### src/design/mtm_pkg.sv
// Shared types, codes and helpers for the MIDI trigger matcher.
// No dependencies; every other design file refers to this package by scoped names.
package mtm_pkg;

    // Number of prioritized bindings and the width of a slot index.
    localparam int SLOTS      = 6;
    localparam int SLOT_WIDTH = $clog2(SLOTS);

    // Event counters and the fixed width at which they are reported.
    localparam int COUNT_WIDTH = 16;
    localparam int TOTAL_WIDTH = 16;

    // Depth of the queue between the matcher and the counter stage.
    localparam int QUEUE_DEPTH = 2;

    // Configuration register file.
    localparam int CFG_INDEX_WIDTH = 3;
    localparam int CFG_DATA_WIDTH  = 26;
    localparam logic [CFG_INDEX_WIDTH-1:0] REG_ENABLE   = 3'd0;
    localparam logic [CFG_INDEX_WIDTH-1:0] REG_BINDING0 = 3'd1;

    // MIDI status decoding.
    localparam logic [7:0] STATUS_TYPE_MASK = 8'hF0;
    localparam logic [7:0] STATUS_CHAN_MASK = 8'h0F;
    localparam logic [7:0] STATUS_PROGRAM   = 8'hC0;
    localparam logic [7:0] STATUS_CONTROL   = 8'hB0;
    localparam logic [7:0] STATUS_NOTE_ON   = 8'h90;
    localparam logic [6:0] PROGRAM_VALUE    = 7'd127;

    // Message kinds as stored in a binding.
    localparam logic [1:0] KIND_PROGRAM = 2'd0;
    localparam logic [1:0] KIND_CONTROL = 2'd1;
    localparam logic [1:0] KIND_NOTE_ON = 2'd2;

    // Action codes; go-to-numbered is the highest legal one.
    localparam logic [2:0] ACT_GOTO_NUMBERED = 3'd4;

    // Outcome codes.
    localparam logic [1:0] OUTCOME_NONE    = 2'd0;
    localparam logic [1:0] OUTCOME_FIRED   = 2'd1;
    localparam logic [1:0] OUTCOME_DROPPED = 2'd2;

    // One binding register, most significant field first (bits 25..0).
    typedef struct packed {
        logic       valid;
        logic [1:0] kind;
        logic [4:0] channel;
        logic [6:0] number;
        logic [6:0] threshold;
        logic [2:0] action;
        logic       also_switch;
    } t_binding;

    // Match result handed from the front to the counter stage.
    typedef struct packed {
        logic                  hit;
        logic                  busy;
        logic [2:0]            action;
        logic [6:0]            cue;
        logic                  also_switch;
        logic [SLOT_WIDTH-1:0] slot;
    } t_job;

    typedef logic [COUNT_WIDTH-1:0] t_count;
    typedef logic [TOTAL_WIDTH-1:0] t_total;

    localparam t_count COUNT_MAX = '1;

    function automatic t_count sat_inc(input t_count c);
        return (c == COUNT_MAX) ? c : c + t_count'(1);
    endfunction

    // Low TOTAL_WIDTH bits of a counter, zero-extended if the counter is narrower.
    function automatic t_total count_to_total(input t_count c);
        logic [TOTAL_WIDTH+COUNT_WIDTH-1:0] wide;
        wide = {{TOTAL_WIDTH{1'b0}}, c};
        return wide[TOTAL_WIDTH-1:0];
    endfunction

endpackage

### src/design/midi_trigger_matcher.sv
// An accepted message beat is written into the queue, then popped by the back into the
// result output register, where the result beat waits until it is taken.
// Throughput: one message per cycle sustained while the result side keeps ready high.
// The two-entry queue between matcher and counter stage absorbs a stalled result side.
// Reset (i_rst_n low, synchronous) clears enable, all bindings, both counters and
// every valid flag; no clearing pass is needed, so a message can enter right after reset.
module midi_trigger_matcher (
    input  logic                                  i_clk,
    input  logic                                  i_rst_n,
    // Configuration write channel: index 0 is enable, 1..6 are binding_0..binding_5.
    input  logic                                  i_cfg_valid,
    output logic                                  o_cfg_ready,
    input  logic [mtm_pkg::CFG_INDEX_WIDTH-1:0]   i_cfg_index,
    input  logic [mtm_pkg::CFG_DATA_WIDTH-1:0]    i_cfg_data,
    // Message channel.
    input  logic                                  i_in_valid,
    output logic                                  o_in_ready,
    input  logic [7:0]                            i_status_byte,
    input  logic [6:0]                            i_data_first,
    input  logic [6:0]                            i_data_second,
    input  logic                                  i_switch_busy,
    // Result channel.
    output logic                                  o_out_valid,
    input  logic                                  i_out_ready,
    output logic [1:0]                            o_outcome,
    output logic [2:0]                            o_action_code,
    output logic [6:0]                            o_cue_number,
    output logic                                  o_switch_after,
    output logic [mtm_pkg::SLOT_WIDTH-1:0]        o_matched_slot,
    output logic [mtm_pkg::TOTAL_WIDTH-1:0]       o_fired_total,
    output logic [mtm_pkg::TOTAL_WIDTH-1:0]       o_dropped_total
);

    // Registers are plain flops, so a configuration beat is always taken at once.
    // Writes to indexes beyond the last binding are accepted and dropped.
    assign o_cfg_ready = 1'b1;

    logic          q_ready;
    logic          push;
    mtm_pkg::t_job front_job;
    logic          q_valid;
    logic          pop;
    mtm_pkg::t_job back_job;

    // The front classifies the status byte and compares the message with all six
    // bindings in parallel in the accept cycle. Only the first matching binding
    // survives the priority pick. A message beat is taken whenever the queue
    // has room, regardless of whether the result side is stalled.
    mtm_front u_front (
        .i_clk         (i_clk),
        .i_rst_n       (i_rst_n),
        .i_cfg_valid   (i_cfg_valid),
        .i_cfg_index   (i_cfg_index),
        .i_cfg_data    (i_cfg_data),
        .i_in_valid    (i_in_valid),
        .o_in_ready    (o_in_ready),
        .i_status_byte (i_status_byte),
        .i_data_first  (i_data_first),
        .i_data_second (i_data_second),
        .i_switch_busy (i_switch_busy),
        .i_q_ready     (q_ready),
        .o_push        (push),
        .o_job         (front_job)
    );

    // The queue holds match results, so the front and back stall independently.
    mtm_queue u_queue (
        .i_clk   (i_clk),
        .i_rst_n (i_rst_n),
        .i_push  (push),
        .i_job   (front_job),
        .o_ready (q_ready),
        .i_pop   (pop),
        .o_valid (q_valid),
        .o_job   (back_job)
    );

    // The back updates the saturating counters in queue order, which keeps the
    // reported totals consistent with the order of the message beats, and holds
    // the result beat in an output register until it is taken.
    mtm_back u_back (
        .i_clk           (i_clk),
        .i_rst_n         (i_rst_n),
        .i_job_valid     (q_valid),
        .i_job           (back_job),
        .o_pop           (pop),
        .o_out_valid     (o_out_valid),
        .i_out_ready     (i_out_ready),
        .o_outcome       (o_outcome),
        .o_action_code   (o_action_code),
        .o_cue_number    (o_cue_number),
        .o_switch_after  (o_switch_after),
        .o_matched_slot  (o_matched_slot),
        .o_fired_total   (o_fired_total),
        .o_dropped_total (o_dropped_total)
    );

endmodule

### src/design/mtm_front.sv
// Front of the MIDI trigger matcher: configuration registers, message classification
// and the prioritized compare against all bindings. Depends on mtm_pkg.
module mtm_front (
    input  logic                                  i_clk,
    input  logic                                  i_rst_n,
    input  logic                                  i_cfg_valid,
    input  logic [mtm_pkg::CFG_INDEX_WIDTH-1:0]   i_cfg_index,
    input  logic [mtm_pkg::CFG_DATA_WIDTH-1:0]    i_cfg_data,
    input  logic                                  i_in_valid,
    output logic                                  o_in_ready,
    input  logic [7:0]                            i_status_byte,
    input  logic [6:0]                            i_data_first,
    input  logic [6:0]                            i_data_second,
    input  logic                                  i_switch_busy,
    input  logic                                  i_q_ready,
    output logic                                  o_push,
    output mtm_pkg::t_job                         o_job
);

    logic              r_enable;
    mtm_pkg::t_binding r_bind [mtm_pkg::SLOTS];

    logic       known;
    logic [1:0] kind;
    logic [6:0] value;
    logic [4:0] chan;
    logic [mtm_pkg::SLOTS-1:0] slot_hit;
    logic                      any_hit;
    logic [mtm_pkg::SLOT_WIDTH-1:0] sel;
    mtm_pkg::t_binding         pick;

    always_ff @(posedge i_clk) begin
        if (!i_rst_n) begin
            r_enable <= 1'b0;
            for (int s = 0; s < mtm_pkg::SLOTS; s++) begin
                r_bind[s] <= '0;
            end
        end else if (i_cfg_valid) begin
            if (i_cfg_index == mtm_pkg::REG_ENABLE) begin
                r_enable <= i_cfg_data[0];
            end
            for (int s = 0; s < mtm_pkg::SLOTS; s++) begin
                if (i_cfg_index == mtm_pkg::REG_BINDING0 + mtm_pkg::CFG_INDEX_WIDTH'(s)) begin
                    r_bind[s] <= mtm_pkg::t_binding'(i_cfg_data);
                end
            end
        end
    end

    // Classify the status byte; program change always carries full value.
    always_comb begin
        known = 1'b1;
        kind  = mtm_pkg::KIND_PROGRAM;
        value = i_data_second;
        case (i_status_byte & mtm_pkg::STATUS_TYPE_MASK)
            mtm_pkg::STATUS_PROGRAM: begin
                kind  = mtm_pkg::KIND_PROGRAM;
                value = mtm_pkg::PROGRAM_VALUE;
            end
            mtm_pkg::STATUS_CONTROL: kind = mtm_pkg::KIND_CONTROL;
            mtm_pkg::STATUS_NOTE_ON: kind = mtm_pkg::KIND_NOTE_ON;
            default:                 known = 1'b0;
        endcase
        chan = {1'b0, i_status_byte[3:0] & mtm_pkg::STATUS_CHAN_MASK[3:0]} + 5'd1;
    end

    // One comparator per binding, then a priority pick toward slot zero.
    always_comb begin
        for (int s = 0; s < mtm_pkg::SLOTS; s++) begin
            slot_hit[s] = r_enable && known
                && r_bind[s].valid
                && (r_bind[s].action <= mtm_pkg::ACT_GOTO_NUMBERED)
                && (r_bind[s].kind == kind)
                && ((r_bind[s].channel == 5'd0) || (r_bind[s].channel == chan))
                && ((r_bind[s].action == mtm_pkg::ACT_GOTO_NUMBERED)
                    || (r_bind[s].number == i_data_first))
                && (value >= r_bind[s].threshold);
        end
        any_hit = |slot_hit;
        sel     = '0;
        for (int s = mtm_pkg::SLOTS - 1; s >= 0; s--) begin
            if (slot_hit[s]) begin
                sel = mtm_pkg::SLOT_WIDTH'(s);
            end
        end
        pick = r_bind[sel];
    end

    always_comb begin
        o_job.hit         = any_hit;
        o_job.busy        = i_switch_busy;
        o_job.action      = any_hit ? pick.action : 3'd0;
        o_job.cue         = any_hit ? i_data_first : 7'd0;
        o_job.also_switch = any_hit ? pick.also_switch : 1'b0;
        o_job.slot        = any_hit ? sel : '0;
    end

    assign o_in_ready = i_q_ready;
    assign o_push     = i_in_valid && i_q_ready;

endmodule

### src/design/mtm_queue.sv
// Short register queue that decouples the matcher from the counter stage.
// Depends on mtm_pkg for the entry type and depth.
module mtm_queue (
    input  logic          i_clk,
    input  logic          i_rst_n,
    input  logic          i_push,
    input  mtm_pkg::t_job i_job,
    output logic          o_ready,
    input  logic          i_pop,
    output logic          o_valid,
    output mtm_pkg::t_job o_job
);

    localparam int PTR_WIDTH = (mtm_pkg::QUEUE_DEPTH > 1) ? $clog2(mtm_pkg::QUEUE_DEPTH) : 1;
    localparam int CNT_WIDTH = $clog2(mtm_pkg::QUEUE_DEPTH + 1);
    localparam logic [PTR_WIDTH-1:0] PTR_LAST = PTR_WIDTH'(mtm_pkg::QUEUE_DEPTH - 1);
    localparam logic [CNT_WIDTH-1:0] CNT_FULL = CNT_WIDTH'(mtm_pkg::QUEUE_DEPTH);

    mtm_pkg::t_job          r_mem [mtm_pkg::QUEUE_DEPTH];
    logic [PTR_WIDTH-1:0]   r_wr_ptr, n_wr_ptr;
    logic [PTR_WIDTH-1:0]   r_rd_ptr, n_rd_ptr;
    logic [CNT_WIDTH-1:0]   r_count,  n_count;

    always_comb begin
        n_wr_ptr = r_wr_ptr;
        n_rd_ptr = r_rd_ptr;
        n_count  = r_count;
        if (i_push) begin
            n_wr_ptr = (r_wr_ptr == PTR_LAST) ? '0 : r_wr_ptr + PTR_WIDTH'(1);
        end
        if (i_pop) begin
            n_rd_ptr = (r_rd_ptr == PTR_LAST) ? '0 : r_rd_ptr + PTR_WIDTH'(1);
        end
        if (i_push && !i_pop) begin
            n_count = r_count + CNT_WIDTH'(1);
        end else if (i_pop && !i_push) begin
            n_count = r_count - CNT_WIDTH'(1);
        end
    end

    always_ff @(posedge i_clk) begin
        if (!i_rst_n) begin
            r_wr_ptr <= '0;
            r_rd_ptr <= '0;
            r_count  <= '0;
        end else begin
            r_wr_ptr <= n_wr_ptr;
            r_rd_ptr <= n_rd_ptr;
            r_count  <= n_count;
        end
    end

    always_ff @(posedge i_clk) begin
        if (i_push) begin
            r_mem[r_wr_ptr] <= i_job;
        end
    end

    assign o_ready = (r_count != CNT_FULL);
    assign o_valid = (r_count != '0);
    assign o_job   = r_mem[r_rd_ptr];

endmodule

### src/design/mtm_back.sv
// Back of the MIDI trigger matcher: saturating fired and dropped counters and the
// registered result beat. Depends on mtm_pkg.
module mtm_back (
    input  logic                               i_clk,
    input  logic                               i_rst_n,
    input  logic                               i_job_valid,
    input  mtm_pkg::t_job                      i_job,
    output logic                               o_pop,
    output logic                               o_out_valid,
    input  logic                               i_out_ready,
    output logic [1:0]                         o_outcome,
    output logic [2:0]                         o_action_code,
    output logic [6:0]                         o_cue_number,
    output logic                               o_switch_after,
    output logic [mtm_pkg::SLOT_WIDTH-1:0]     o_matched_slot,
    output logic [mtm_pkg::TOTAL_WIDTH-1:0]    o_fired_total,
    output logic [mtm_pkg::TOTAL_WIDTH-1:0]    o_dropped_total
);

    logic                 r_out_valid;
    mtm_pkg::t_count      r_fired,   n_fired;
    mtm_pkg::t_count      r_dropped, n_dropped;
    logic [1:0]           r_outcome, n_outcome;
    mtm_pkg::t_job        r_job;
    mtm_pkg::t_total      r_fired_total, r_dropped_total;

    assign o_pop = i_job_valid && (!r_out_valid || i_out_ready);

    always_comb begin
        n_fired   = r_fired;
        n_dropped = r_dropped;
        n_outcome = mtm_pkg::OUTCOME_NONE;
        if (i_job.hit) begin
            if (i_job.busy) begin
                n_outcome = mtm_pkg::OUTCOME_DROPPED;
                n_dropped = mtm_pkg::sat_inc(r_dropped);
            end else begin
                n_outcome = mtm_pkg::OUTCOME_FIRED;
                n_fired   = mtm_pkg::sat_inc(r_fired);
            end
        end
    end

    always_ff @(posedge i_clk) begin
        if (!i_rst_n) begin
            r_out_valid <= 1'b0;
            r_fired     <= '0;
            r_dropped   <= '0;
        end else begin
            if (o_pop) begin
                r_out_valid <= 1'b1;
                r_fired     <= n_fired;
                r_dropped   <= n_dropped;
            end else if (i_out_ready) begin
                r_out_valid <= 1'b0;
            end
        end
    end

    always_ff @(posedge i_clk) begin
        if (o_pop) begin
            r_outcome       <= n_outcome;
            r_job           <= i_job;
            r_fired_total   <= mtm_pkg::count_to_total(n_fired);
            r_dropped_total <= mtm_pkg::count_to_total(n_dropped);
        end
    end

    assign o_out_valid     = r_out_valid;
    assign o_outcome       = r_outcome;
    assign o_action_code   = r_job.action;
    assign o_cue_number    = r_job.cue;
    assign o_switch_after  = r_job.also_switch;
    assign o_matched_slot  = r_job.slot;
    assign o_fired_total   = r_fired_total;
    assign o_dropped_total = r_dropped_total;

    // Counters never go down outside reset.
    a_count_monotonic: assert property (@(posedge i_clk) disable iff (!i_rst_n)
        $past(i_rst_n) |-> (r_fired >= $past(r_fired)) && (r_dropped >= $past(r_dropped)))
        else $error("event counter decreased");

    // Counters move only when a job is taken from the queue.
    a_count_on_pop: assert property (@(posedge i_clk) disable iff (!i_rst_n)
        $past(i_rst_n) && !$past(o_pop) |-> $stable(r_fired) && $stable(r_dropped))
        else $error("counter changed without a job");

    // A single job steps at most one of the two counters.
    a_one_counter: assert property (@(posedge i_clk) disable iff (!i_rst_n)
        $past(i_rst_n) |-> !((r_fired != $past(r_fired)) && (r_dropped != $past(r_dropped))))
        else $error("both counters stepped for one job");

    // A result without a match carries no binding details.
    a_none_is_clean: assert property (@(posedge i_clk) disable iff (!i_rst_n)
        r_out_valid && (r_outcome == mtm_pkg::OUTCOME_NONE) |->
            (r_job.action == 3'd0) && (r_job.cue == 7'd0)
            && !r_job.also_switch && (r_job.slot == '0))
        else $error("unmatched result carries binding fields");

endmodule
### config.mk
export PLATFORM = sky130hd
export DESIGN_NAME = midi_trigger_matcher
export DESIGN_NICKNAME = d
export VERILOG_FILES = /design/src/design/mtm_pkg.sv /design/src/design/midi_trigger_matcher.sv /design/src/design/mtm_front.sv /design/src/design/mtm_queue.sv /design/src/design/mtm_back.sv
export SDC_FILE = /design/constraint.sdc
export NUM_CORES = 1
export LEC_CHECK = 0
export BUFFER_PORTS_ARGS = -buffer_cell sky130_fd_sc_hd__buf_2
export CORE_ASPECT_RATIO = 0.8
export CORE_UTILIZATION = 40
export CTS_CLUSTER_DIAMETER = 120
export DETAILED_ROUTE_END_ITERATION = 7
export PLACE_DENSITY_LB_ADDON = 0.05
export SLEW_MARGIN = 20
export SYNTH_ARGS = -nofsm -noshare
export SYNTH_HDL_FRONTEND = slang
export SYNTH_SLANG_ARGS = --single-unit
### constraint.sdc
create_clock -name i_clk -period 5.6 [get_ports i_clk]
set_input_delay 0 -clock i_clk [delete_from_list [all_inputs] [get_ports i_clk]]
set_output_delay 0 -clock i_clk [all_outputs]
set_load 0.01 [all_outputs]
==> flow_summary.yaml <==
power:
  vdd_drop_max_uv: 290
  cellPowerDensity_mw_per_mm2: 351
  combPwrFrac_pct: 16.8
  power.share.sequential_pct: 49.0
  swShare_pct: 27.2
  p_leak_uw: 0.00601
  clockPowerShare_pct: 34.2
  power_switching_uw: 1500
  power_uw: 5530
  internal_power_uw: 4030
final_layout:
  final_nets: 1353
  seq_area_mm2: 0.00787
  layout_commonest_cell: "edfxtp_1"
  multi_input_comb_area_mm2: 0.00521
  syn_to_final_growth_pct: 17.6
  num-fill-cells: 2918
  drive_gt1_share_pct: 16.5
  final_cell_mix: "edfxtp_1 (236), and2_1 (175), buf_2 (106), xor2_1 (73), nand2_1 (57)"
detailed_routing:
  post_drt_wl_per_cell_um: 19.4
  dr.pass1.iters: 7
  ant_nets: 0
  route.vias.total: 8495
  drc: 14
  drt_iter0_markers: 550
  viasPerCell: 5.00
  drt_wl_total_um: 33000
timing:
  fin_crit_ps: 3640
  finalCritPeriodShare_pct: 65.0
  maxSlewHeadroom_pct: 34.1
  finClkSkew_ps: 14.9
  rsz0062_at_grt: "false"
  maxSlewViolCount: 0
  hold_slack_ps: 34.6
  setup_viol: 0
  max_freq_mhz: 275
  worstMarginPinSlew_ps: 979
  timing_hold_violations_final: 0
  setup_tns_ps: 0
critical_path:
  end_kind: "register"
  crit_arrival_ps: 3890
  start_kind: "register"
  r2r-end: "u_queue.r_mem[0][13]$_DFFE_PP_"
  max_stage_delay_ps: 860
  path_cells: "xor2_1 > nor4_1 > a22oi_1 > or3_1 > or3_1 > a21boi_2 > mux2i_1 > o221ai_1"
  cpMaxStageDelayCell: "nor4_1"
  r2r_start: "u_front.r_bind[3][14]$_SDFFCE_PN0P_"
  worst_r2r_path_depth: 8
  required_ps: 5850
  crit_buf_inv: 0
  regToRegSetupSlack_ps: 1960
  cp_max_fo: 6
  cp_top_family: "simple AND/OR/NAND/NOR gates"
  cpMostUsedCell: "or3_1"
  worstSetupPathType: "reg2reg"
clock_network:
  htree_levels: 1
  clock-sinks: 275
  clk_pin_slew_ps: 60
  worstSkewPairLatency_ps: 560
  cts_hold_buf: 39
  cts_inserted_buffers: 30
  clk_path_buf_depth: 3
  post_cts_buffers: 0
  root_buffer: "clkbuf_16"
  cts_tree: "built"
  ctsResizeCount: 0
synth:
  syn_avg_cell_area_um2: 12.2
  synth_nets: 1205
  yosys.area.top_type: "edfxtp_1"
  synth_edf_count: 236
  synth_cells: 1102
  ys_seq_area_share_pct: 58.7
  synth_ff_type: "edfxtp_1"
  synth_top_area_share_pct: 52.9
  mappedNetlistArea_mm2: 0.0134
  async_flop_share_pct: 0
  ys_ff_latch: 275
  yosys_warnings: 0
  synthTopCellsByArea: "edfxtp_1 (53%), and2_1 (8.2%), dfxtp_1 (5.8%)"
  synth_cell_types: 61
floorplanning:
  placementRows: 59
  die-height_um: 166
  io_pins: 108
  start_util_pct: 41.0
  die_w_um: 207
  dieArea_mm2: 0.0342
  core_mm2: 0.0327
hold_path:
  holdPathStages: 2
  min_from: "i_data_first[3]"
  hold_path_class: "in2reg"
  hold_end: "u_queue.r_mem[0][7]$_DFFE_PP_"
global_route:
  grt_pass1_vias: 8152
  grt_pass1_wl_um: 49800
  grt.total_usage_pct: 19.5
  antenna_found_initial: 2
  grt-ovfl-total: 0
  grt_max_degree: 48
run_status:
  status: "finished, violations left"
  violations: "DRC"
placed_design:
  gp_congestion: 0.851
  post-dp-hpwl_um: 22400
  port-buffer-count: 106
run:
  drv_cap: 0
-- flip-flops by register name, summed over array words and instances (netlist names), named ones only --
signal	cells
u_back.o_action_code	3
u_back.o_fired_total	16
u_queue.r_count	2
u_back.o_outcome	2
u_queue.r_rd_ptr	1
u_back.o_switch_after	1
u_queue.r_wr_ptr	1
u_front.r_enable	1
u_back.r_fired	16
u_back.o_matched_slot	3
u_back.r_dropped	16
u_queue.r_mem	32
u_front.r_bind	156
u_back.o_out_valid	1
u_back.o_cue_number	7
u_back.o_dropped_total	16
-- power by group through the flow --
| stage | logic, µW | clock network [µW] | registers, µW |
|---|---|---|---|
| CTS | 936 | 1940 | 2720 |
| floorplan | 468 | 0 | 2820 |
| detailed placement | 909 | 0 | 2760 |
| global route | 1030 | 2010 | 2750 |
| finish | 929 | 1890 | 2710 |
| global placement | 911 | 0 | 2750 |
-- worst register-to-register path, cell delays in order (launching register included) --
cell and delay [ps]:
edfxtp_1 380, xor2_1 160, nor4_1 860, a22oi_1 280, or3_1 420, or3_1 410, a21boi_2 400, mux2i_1 260
o221ai_1 170
-- Yosys cell counts, types with 3 or more instances --
library cell and instances:
a31oi_1 4, nor3_1 10, inv_1 47, a211oi_1 4, xnor2_1 37, o21ai_0 22, a21boi_0 17, nand3_1 17
clkbuf_1 33, and3b_1 3, o22ai_1 4, nand4_1 17, edfxtp_1 236, nand2b_1 12, a21o_1 8, a21oi_1 28
mux2_2 19, or3_1 12, ha_1 46, nor3b_1 6, buf_1 3, nor4_1 17, o221ai_1 4, nor2_1 52
a22oi_1 10, mux2i_1 12, nand2_1 57, and3_1 7, or4_1 6, nor2b_1 11, o2111ai_1 3, buf_2 6
xor2_1 73, or2_2 9, o21a_1 3, o31ai_1 3, nor4b_1 3, and2_1 175, dfxtp_1 39
-- worst max-delay path by stage --
stage	end	cells after the start	start
after CTS	u_back.r_dropped[9]$_SDFFE_PN0P_	7	register
after floorplan	u_back.o_action_code[0]$_DFFE_PP_	6	u_back.o_out_valid$_SDFFE_PN0P_
after detailed placement	u_queue.r_mem[1][8]$_DFFE_PP_	13	i_status_byte[5]
after global placement	u_queue.r_mem[0][12]$_DFFE_PP_	13	i_status_byte[5]
final	u_queue.r_mem[0][13]$_DFFE_PP_	8	u_front.r_bind[3][14]$_SDFFCE_PN0P_
after global routing	u_back.r_dropped[7]$_SDFFE_PN0P_	7	register
-- cell type report --
| class | count | area share, % |
|---|---|---|
| clock inverters | 18 | 0.890 |
| inverters | 47 | 1.12 |
| clock buffers | 36 | 5.04 |
| well taps | 427 | 3.39 |
| flip-flops and latches | 275 | 50.0 |
| repair buffers | 159 | 6.51 |
| multi-input cells | 737 | 33.1 |
| diodes | 1 | 0.0159 |
-- per-layer routing --
metal	vias to the layer above	wire [µm]	global-route usage (%)
li1	4219	-	-
met1	4037	17100	30.8
met2	201	13700	28.0
met3	38	1510	2.89
met4	0	652	4.35
met5	-	0	0
-- metrics by stage --
stage	instances	cell area [µm²]	setup WS, ps	util, %
after CTS	1699	15700	2030	48.2
after floorplan	1102	13400	2430	-
after detailed placement	1606	14400	1850	44.1
after global routing	1699	15700	1720	48.2
after global placement	1606	14400	1470	44.1
final	1700	15800	1960	48.2
-- kinds of logic (layout without fill, tap and decap cells) --
logic type,count (synthesis),after routing,synth area share (%)
simple gates,424,424,18.0
buf+inv,90,260,2.61
compound gates,123,123,6.42
other cells,1,2,0.0280
flops,275,275,58.7
mux,31,31,2.49
fa+ha+maj,46,46,4.30
xor+xnor,112,112,7.43
No activity file was read; power rests on OpenSTA's default activity.
